File: config.mk
export PLATFORM = sky130hd
export DESIGN_NAME = lbaf_div
export DESIGN_NICKNAME = d
export VERILOG_FILES = /design/src/lbaf_pkg.sv /design/src/lbaf_div.sv
export SDC_FILE = /design/constraint.sdc
export NUM_CORES = 1
export LEC_CHECK = 0
export BUFFER_PORTS_ARGS = -buffer_cell sky130_fd_sc_hd__buf_2
export CELL_PAD_IN_SITES_DETAIL_PLACEMENT = 1
export CELL_PAD_IN_SITES_GLOBAL_PLACEMENT = 1
export CORE_ASPECT_RATIO = 1.1
export CORE_MARGIN = 3
export CORE_UTILIZATION = 47
export DETAILED_ROUTE_END_ITERATION = 7
export GPL_TIMING_DRIVEN = 0
export PLACE_DENSITY = 0.88
export SYNTH_ARGS = -nofsm -noshare
export SYNTH_HDL_FRONTEND = slang
export SYNTH_SLANG_ARGS = --single-unit
export TNS_END_PERCENT = 10
File: constraint.sdc
create_clock -name clk_i -period 8.49 [get_ports clk_i]
set_input_delay 1.2735 -clock clk_i [delete_from_list [all_inputs] [get_ports clk_i]]
set_output_delay 1.2735 -clock clk_i [all_outputs]
set_load 0.02 [all_outputs]
File: src/lbaf_pkg.sv
`timescale 1ns / 1ps
`default_nettype none
package lbaf_pkg;

  typedef enum logic [1:0] {
    REQ_BLOB = 2'd0,
    REQ_FADE = 2'd1,
    REQ_READ = 2'd2,
    REQ_NONE = 2'd3
  } req_e;

  typedef enum logic [3:0] {
    ST_CLEAR,
    ST_IDLE,
    ST_BLOB_RD,
    ST_BLOB_DIV,
    ST_BLOB_SQ,
    ST_BLOB_R,
    ST_BLOB_G,
    ST_BLOB_B,
    ST_FADE_RD,
    ST_FADE_R,
    ST_FADE_G,
    ST_FADE_B,
    ST_READ,
    ST_READ_CAP,
    ST_DONE
  } state_e;

  typedef struct packed {
    logic [7:0] r;
    logic [7:0] g;
    logic [7:0] b;
  } pixel_t;

  localparam logic [7:0] FADE_RESET = 8'd235;
  localparam logic [7:0] CHAN_MAX   = 8'd255;
  localparam logic       REG_FADE   = 1'b0;

  // weight divider geometry: 255*(radius-d) over radius, quotient below 256
  localparam int QUOT_W = 8;
  localparam int DEN_W  = 8;
  localparam int NUM_W  = 16;

  function automatic logic [7:0] scale8(input logic [7:0] a, input logic [7:0] b);
    logic [16:0] p;
    p = 17'(a) * (17'(b) + 17'd1);
    return p[15:8];
  endfunction

  function automatic logic [7:0] sat_add8(input logic [7:0] a, input logic [7:0] b);
    logic [8:0] s;
    s = {1'b0, a} + {1'b0, b};
    return s[8] ? CHAN_MAX : s[7:0];
  endfunction

endpackage
`default_nettype wire

File: src/lbaf_div.sv
`timescale 1ns / 1ps
`default_nettype none
module lbaf_div
  import lbaf_pkg::*;
(
  input  wire logic              clk_i,
  input  wire logic              rst_ni,
  input  wire logic              start_i,
  input  wire logic [NUM_W-1:0]  num_i,
  input  wire logic [DEN_W-1:0]  den_i,
  output logic                   done_o,
  output logic      [QUOT_W-1:0] quot_o
);

  localparam int CNT_W = $clog2(QUOT_W);

  logic              busy_q;
  logic              done_q;
  logic [CNT_W-1:0]  cnt_q;
  logic [NUM_W-1:0]  rem_q;
  logic [DEN_W-1:0]  den_q;
  logic [QUOT_W-1:0] quot_q;
  logic [NUM_W:0]    trial;
  logic              borrow;

  // restoring division, one quotient bit per cycle, MSB first
  always_comb begin
    trial  = {1'b0, rem_q} - {1'b0, NUM_W'(den_q) << cnt_q};
    borrow = trial[NUM_W];
  end

  always_ff @(posedge clk_i or negedge rst_ni) begin
    if (!rst_ni) begin
      busy_q <= 1'b0;
      done_q <= 1'b0;
      cnt_q  <= '0;
    end else begin
      done_q <= busy_q && (cnt_q == '0);
      if (start_i) begin
        busy_q <= 1'b1;
        cnt_q  <= CNT_W'(QUOT_W - 1);
      end else if (busy_q) begin
        if (cnt_q == '0) begin
          busy_q <= 1'b0;
        end
        cnt_q <= cnt_q - 1'b1;
      end
    end
  end

  always_ff @(posedge clk_i) begin
    if (start_i) begin
      rem_q  <= num_i;
      den_q  <= den_i;
      quot_q <= '0;
    end else if (busy_q) begin
      if (!borrow) begin
        rem_q <= trial[NUM_W-1:0];
      end
      quot_q <= {quot_q[QUOT_W-2:0], ~borrow};
    end
  end

  assign done_o = done_q;
  assign quot_o = quot_q;

endmodule
`default_nettype wire

Yosys cells after proc, flatten, opt, wreduce, memory -nomap -nowiden
Index checks and enable logic that the tools add are counted.
{ "word_totals": {"ff_bits": 37, "input_bits": 27, "output_inout_bits": 9, "wordCells": 23} }
{ "op_classes": {"addsub": 2, "eq_ne": 1, "shift": 1, "muxes": 8, "bitwise": 1, "reduce_logical": 4} }
{ "ops": {"columns": ["operator", "count"], "rows": [
  ["$mux 16", 3],
  ["$sub 16x16->17", 1],
  ["$shl 8x3->16", 1],
  ["$mux 3", 2],
  ["$logic_not 3->1", 1],
  ["$mux 1", 3],
  ["$sub 3x1->3 const B", 1],
  ["$ne 2x2->1 const B", 1],
  ["$reduce_and 2->1", 1],
  ["$reduce_bool 2->1", 1],
  ["$logic_and 1x1->1", 1],
  ["$not 1->1", 1]
]} }

Longest topological paths before layout
Gate-level depths: netlist of run 1.
{ "logic_depth": {"ltp_word": 5, "ltp_mapped": 13, "depth_no_buf": 11} }

Least setup slack after synthesis of run 1
Ideal clock, no wire load.
{ "synth_path": {"path_kind": "reg-to-reg", "startpoint": "reg cnt_q[0]", "endpoint": "reg rem_q[0] (enable)", "arrival_ns": 2.595, "t_required_ns": 8.074, "path_slack_ns": 5.479, "path_stages_with_launch": 11, "n_path_buf": 2, "synth_period_minus_slack_ns": 3.011, "path_cell_list": "dfrtp_1 buf_2 mux2_2 a22oi_1 ha_1 buf_2 a21oi_1 o22ai_1 or2_1 o21ai_1 nand3_1"} }
{ "synth_between": {"elab_chain_cells": 4} }
{ "synth_lines": {"columns": ["item", "line_no", "rtl"], "rows": [
  ["from (decl)", "lbaf_div.sv:19", "logic [CNT_W-1:0] cnt_q;"],
  ["from (signal assigned)", "lbaf_div.sv:41", "cnt_q <= CNT_W'(QUOT_W - 1);"],
  ["from (signal assigned)", "lbaf_div.sv:46", "cnt_q <= cnt_q - 1'b1;"],
  ["$shl 8x3->16", "lbaf_div.sv:28", "trial = {1'b0, rem_q} - {1'b0, NUM_W'(den_q) << cnt_q};"],
  ["$sub 16x16->17", "lbaf_div.sv:28", null],
  ["$ne 2x2->1 (no line)", null, null],
  ["$reduce_and 2->1 (no line)", null, null],
  ["to (signal assigned)", "lbaf_div.sv:53", "rem_q <= num_i;"],
  ["to (signal assigned)", "lbaf_div.sv:58", "rem_q <= trial[NUM_W-1:0];"],
  ["to (decl)", "lbaf_div.sv:20", "logic [NUM_W-1:0] rem_q;"]
]} }
No other way between the ends.
A chain may end at the register's enable or synchronous reset.

Final worst setup path of run 1
{ "layout_path": {"startpoint": "reg cnt_q[0]", "endpoint": "reg rem_q[2] (enable)"} }
Same word-level chain as after synthesis.

==> results of run 1 <==
-- path summary, 6_finish.rpt --
kind | start | slack, ns | depth (start not counted) | to
max reg2reg | cnt_q[0] | 4.56 | 12 | rem_q[2]
min | quot_o[7] | 0.50 | 2 | quot_o[7]
min reg2reg | quot_o[7] | 0.50 | 2 | quot_o[7]
min in group asynchronous | rst_ni | 0.78 | 1 | cnt_q[0]
max | cnt_q[0] | 4.56 | 12 | rem_q[2]
max in group asynchronous | rst_ni | 7.57 | 1 | cnt_q[2]
-- through the flow --
| step | power, mW | cell area [sq um] | hold WS, ns |
|---|---|---|---|
| 2_1_floorplan | 0.679 | 2560 | 0.580 |
| 3_3_place_gp | 0.782 | 2830 | 0.466 |
| 3_5_place_dp | 0.803 | 2830 | 0.488 |
| 4_1_cts | 0.945 | 2920 | 0.505 |
| 5_1_grt | 1.02 | 2920 | 0.556 |
| 6_report | 0.948 | 2920 | 0.503 |
-- power by group through the flow --
stage,sequential [mW],clock (mW),combinational [mW]
floorplan,0.281,0,0.397
global placement,0.282,0,0.500
detailed placement,0.285,0,0.519
CTS,0.281,0.133,0.530
global route,0.285,0.144,0.594
finish,0.281,0.133,0.535
-- routing by layer --
metal | vias to the layer above | global-route usage [%] | routed length, um
met4 | 0 | 7.08 | 125
li1 | 1108 | - | -
met1 | 1116 | 29.0 | 3130
met2 | 47 | 41.1 | 3590
met5 | - | 0 | 0
met3 | 11 | 4.32 | 254
-- sequential cells by signal, indices dropped and copies added, names as in the netlist --
name    cells
done_o      1
busy_q      1
den_q       8
quot_o      8
rem_q      16
cnt_q       3
-- synthesized netlist by cell type, drive strengths merged (2+ instances only) --
cell | number | area [sq um]
nand2 | 35 | 131
mux2 | 4 | 45.0
a211oi | 4 | 30.0
xnor2 | 3 | 26.3
o31ai | 5 | 42.5
nand3 | 7 | 35.0
o21ai | 24 | 124
o2111ai | 2 | 23.8
ha | 17 | 213
nand2b | 6 | 37.5
dfrtp | 5 | 125
nor4 | 3 | 18.8
mux2i | 16 | 160
inv | 10 | 37.5
edfxtp | 24 | 721
buf | 7 | 31.3
nor3 | 10 | 50.1
a311oi | 2 | 17.5
nor2 | 25 | 93.8
nand4 | 2 | 12.5
a21o | 5 | 45.0
and2 | 2 | 12.5
or3 | 2 | 12.5
o21a | 4 | 30.0
xor2 | 3 | 26.3
clkbuf | 8 | 30.0
a21oi | 17 | 111
and3 | 2 | 12.5
dfxtp | 8 | 160
-- cells by family after synthesis --
group | count (synthesis)
AND/OR/NAND/NOR | 98
multiplexers | 20
buffers and inverters | 25
adder cells (fa/ha/maj) | 18
AO/OA/AOI/OAI | 75
flip-flops | 37
XOR/XNOR | 6
-- final cells by class --
type,count,area share [%]
buffer,15,2.10
clock buffer,8,3.08
inverter,10,1.29
multi-input combinational,217,50.0
sequential,37,34.4
tap,72,3.08
timing repair buffer,35,6.00
-- critical path: cells and delay by family (launching register included) --
kind / cells / cell delay [ns]
AOI/OAI and AO/OA: 6 / 1.28
and+or+nand+nor: 3 / 0.85
DFF: 1 / 0.38
adders and majority gates: 1 / 0.33
muxes: 1 / 0.29
buffers and inverters: 1 / 0.27
==> metrics, run 1 <==
Crit path largest cell delay=0.70 ns; async set or reset register ratio after synthesis=13.5%; P&R area growth vs syn=13.9%; Arr. time, crit path=3.72 ns; vias in the first global route=2420; final hold vios=0; sum of negative setup slack=0 ns; remaining antenna violation count after routing=0; ant diodes=0; std cell rows=27; Setup WS post-layout=4.56 ns; Worst Path Class, Setup=flip-flop to flip-flop; Cell Int Power=526 uW; count of input and output buffers=35; dpl ws=4.62 ns; DP HPWL=5.18 mm; sw frac=44.5%; DR vias=2282; worst rel slew slack=38.8%; Peak VDD IR=0.156 mV; via density per instance=5.79; Root Buffer=clkbuf_8; Top-Level Pins=36; Layout Skew=0.00974 ns; Placer Congestion=0.870; Yosys warning total=0; All-Layer GR Usage=23.4%; Top FF cell, synth=edfxtp_1; critical path required time=8.28 ns; # nets final=366; final core utilization=56.9%; Post-CTS Setup Bufs=0; WL per Instance=18.0 um; Cell Area, Synth=2560 sq um; fin crit period=3.93 ns; Startpoint Class=flip-flop; Yosys reg bits=37; register area share after synthesis=39.2%; max_cap viols=0; Reg power frac=29.6%; DRT iter0 DRCs=114; Synth cell types=55; LEAKAGE=1.32 nW; unrepaired setup endpoints after global routing=no; Reg area=1010 sq um; die footprint=6380 sq um; total CTS buffers=5; core area=5130 sq um; first-pass GRT wire length=12.0 mm; CTS tree=done; post-synthesis adder-cell area fraction=9.07%; largest net degree at the start of global routing=17; clk_lat worst skew=0.30 ns; Routed Wire Length=7.10 mm; clock power share=14.0%; mux contribution to synthesized area=8.00%; Post-Synth XOR/XNOR Area=2.05%; area of the multi-input gates=1460 sq um; EDFF count, synth=24; first-pass iteration count of the detailed router=4; Syn Nets=324; Post-Synth Simple-Gate Area=17.4%; antenna violations before repair=0; DIE WIDTH=76.4 um; PwrDens=325 nW/um^2; Compound-Gate Fraction of Synth Area=20.4%; grt ovf=0; commonest non-fill, non-tap cells in the layout=39 x buf_2, 35 x nand2_1, 25 x nor2_1, 24 x edfxtp_1, 17 x ha_1; dpl cells=386; Most Frequent Cell on Critical Path=a21oi_1; largest family of logic cells by synthesized area=compound AO/OA/AOI/OAI gates; H-tree depth=2; most common cell after layout, fill and taps aside=buf_2; Non-Filler Instances=394; Fmax=255 MHz; Post-CTS Resized=0; # clock sinks=37; worst min path class=flip-flop to flip-flop; fill count=634; critical path fanouts, max=16; syn avg cell area=9.19 sq um; Slowest cell on crit path=nand3_1; Final period util=46.2%; layout cells sized above 1=18.3%; Reg clk slew, reported paths=0.08 ns; Pins Over Slew Limit=0; CP cell instances=buf_2, mux2i_1, nand2_1, o21ai_0, nor2_1, a21oi_1, ha_1, a21o_4, a21oi_4, a21oi_1, o21ai_1, nand3_1; initial core utilization=50.0%; Worst-Margin Slew=0.915 ns; cts hold-fix bufs=0; Synth Instances=279; outcome=completed; DRC viols=0; Final setup violation count=0; Psw=422 uW; Clock Tree Buf Depth=2; Combinational Power Share=56.4%; Chip Height=83.5 um; CP endpoint kind=flip-flop
Note: power is estimated with default switching activity, not from simulation.
==> run 2, diff against run 1 <==
--- a/config.mk
+++ b/config.mk
@@ -10,10 +10,10 @@
 export CELL_PAD_IN_SITES_GLOBAL_PLACEMENT = 1
 export CORE_ASPECT_RATIO = 1.1
 export CORE_MARGIN = 3
-export CORE_UTILIZATION = 47
+export CORE_UTILIZATION = 40
 export DETAILED_ROUTE_END_ITERATION = 7
 export GPL_TIMING_DRIVEN = 0
-export PLACE_DENSITY = 0.88
+export PLACE_DENSITY = 0.8
 export SYNTH_ARGS = -nofsm -noshare
 export SYNTH_HDL_FRONTEND = slang
 export SYNTH_SLANG_ARGS = --single-unit
==> constraint.sdc (replaced) <==
create_clock -name clk_i -period 3.2 [get_ports clk_i]
set_input_delay 0.48 -clock clk_i [delete_from_list [all_inputs] [get_ports clk_i]]
set_output_delay 0.48 -clock clk_i [all_outputs]
set_load 0.02 [all_outputs]
==> metrics, run 2 (synthesized netlist as in run 1, its figures left out) <==
outcome=completed; Root Buffer=clkbuf_8; via density per instance=5.70; first-pass GRT wire length=12.2 mm; # clock sinks=37; Buffers & Inverters on Critical Path=2; unrepaired setup endpoints after global routing=no; std cell rows=29; DP HPWL=5.48 mm; ant diodes=0; final hold slack=0.357 ns; Reg area=1010 sq um; DRC viols=0; Combinational Power Share=58.2%; Reg power frac=28.9%; total CTS buffers=5; critical path fanouts, max=12; # nets final=372; Pins Over Slew Limit=0; Worst Path Class, Setup=flip-flop to flip-flop; count of input and output buffers=35; DR vias=2308; Post-DP Area=2840 sq um; final total power=2.59 mW; Chip Height=90.0 um; met2 Resource Use GR=36.0%; Routed Wire Length=7.46 mm; Placer Congestion=0.889; Top-Level Pins=36; H-tree depth=2; Fmax=326 MHz; fill count=722; GR Layer Usage met1=27.0%; clock power share=12.9%; Psw=1.17 mW; clk_lat worst skew=0.30 ns; Crit path largest cell delay=0.45 ns; Worst-Margin Slew=0.625 ns; Arr. time, crit path=3.13 ns; first-pass iteration count of the detailed router=4; largest net degree at the start of global routing=13; max FFs per register=16; critical path required time=3.26 ns; Final period util=95.9%; busiest grt layer=met2; Startpoint Class=flip-flop; vias in the first global route=2428; CP endpoint kind=flip-flop; Layout Skew=0.0116 ns; Most Frequent Cell on Critical Path=nor2_1; Slowest cell on crit path=dfrtp_2; remaining antenna violation count after routing=0; sw frac=45.2%; commonest non-fill, non-tap cells in the layout=38 x buf_2, 35 x nand2_1, 25 x nor2_1, 24 x edfxtp_1, 16 x ha_1; final core utilization=51.2%; layout cells sized above 1=23.2%; die footprint=7410 sq um; CTS tree=done; initial core utilization=42.8%; LEAKAGE=1.36 nW; Peak VDD IR=0.368 mV; worst rel slew slack=58.4%; area of the multi-input gates=1520 sq um; max_cap viols=0; All-Layer GR Usage=21.2%; antenna violations before repair=0; Cell Int Power=1.42 mW; core area=5990 sq um; Reg clk slew, reported paths=0.08 ns; DIE WIDTH=82.4 um; Final setup violation count=0; CP cell instances=buf_8, mux2_2, nor2_1, nor2_1, mux2i_1, ha_2, a21oi_2, o22ai_1, or2_1, o21ai_2, nand3_4, buf_12; Clock Tree Buf Depth=2; family with the most delay on the worst path=simple AND/OR/NAND/NOR gates; P&R area growth vs syn=19.5%; met3 global-route usage=2.60%; most common cell after layout, fill and taps aside=buf_2; worst min path class=input port to flip-flop; DRT iter0 DRCs=80; WL per Instance=18.4 um; PwrDens=844 nW/um^2; grt ovf=0; final hold vios=0; fin crit period=3.07 ns; Reg with most FFs=rem_q; Final Cell Area=3070 sq um
## run 2: final cells by class
cell class,instances,share of cell area [%]
buffer,15,2.41
tap,77,3.14
multi-input combinational,217,49.4
clock inverter,2,0.327
timing repair buffer,41,8.24
sequential,37,32.9
inverter,10,1.22
clock buffer,6,2.37
## run 2: timing repair
action / CTS / global route
cloned: 0 / 1
setup endpoints to repair: 16 / 21
pin swaps: 1 / 3
buffers inserted: 2 / 2
hold buffers: 1 / 0
endpoints found under the hold margin: 5 / 0
resized for setup: 4 / 16
## run 2: routing by layer
metal,routed length (um),part of all wire [%]
met1,3210,43
met2,3860,52
met3,266,3.6
met4,118,1.6
met5,0,0
## run 2: final timing paths
| path | start | to | slack (ns) | cells after the start |
|---|---|---|---|---|
| max in group asynchronous | rst_ni | cnt_q[0] | 2.54 | 2 |
| hold reg to reg | quot_o[7] | quot_o[7] | 0.50 | 2 |
| min in group asynchronous | rst_ni | cnt_q[0] | 0.52 | 2 |
| setup reg to reg | cnt_q[0] | rem_q[0] | 0.13 | 12 |
| hold / removal | den_i[0] | den_q[0] | 0.36 | 1 |
| setup / recovery | cnt_q[0] | rem_q[0] | 0.13 | 12 |
## run 2: worst reg2reg max path, cell delays in order, from the launching register on
cell and delay, ns:
dfrtp_2 0.45, buf_8 0.16, mux2_2 0.37, nor2_1 0.12, nor2_1 0.08, mux2i_1 0.17, ha_2 0.35, a21oi_2 0.18
o22ai_1 0.13, or2_1 0.29, o21ai_2 0.23, nand3_4 0.11, buf_12 0.20
## run 2: metrics by stage
| stage | instances | setup TNS, ns | worst slack [ns] |
|---|---|---|---|
| after floorplan | 279 | 0 | 0.189 |
| after global placement | 391 | -9.03 | -0.566 |
| after detailed placement | 391 | -10.81 | -0.676 |
| after CTS | 402 | 0 | 0.0311 |
| after global routing | 405 | 0 | 0.00167 |
| final | 405 | 0 | 0.131 |
## run 2: power by group through the flow
stage | combinational (mW) | clock (mW) | sequential [mW]
global placement | 1.34 | 0 | 0.753
CTS | 1.46 | 0.339 | 0.745
detailed placement | 1.40 | 0 | 0.756
finish | 1.51 | 0.333 | 0.749
global route | 1.68 | 0.357 | 0.764
floorplan | 1.05 | 0 | 0.747
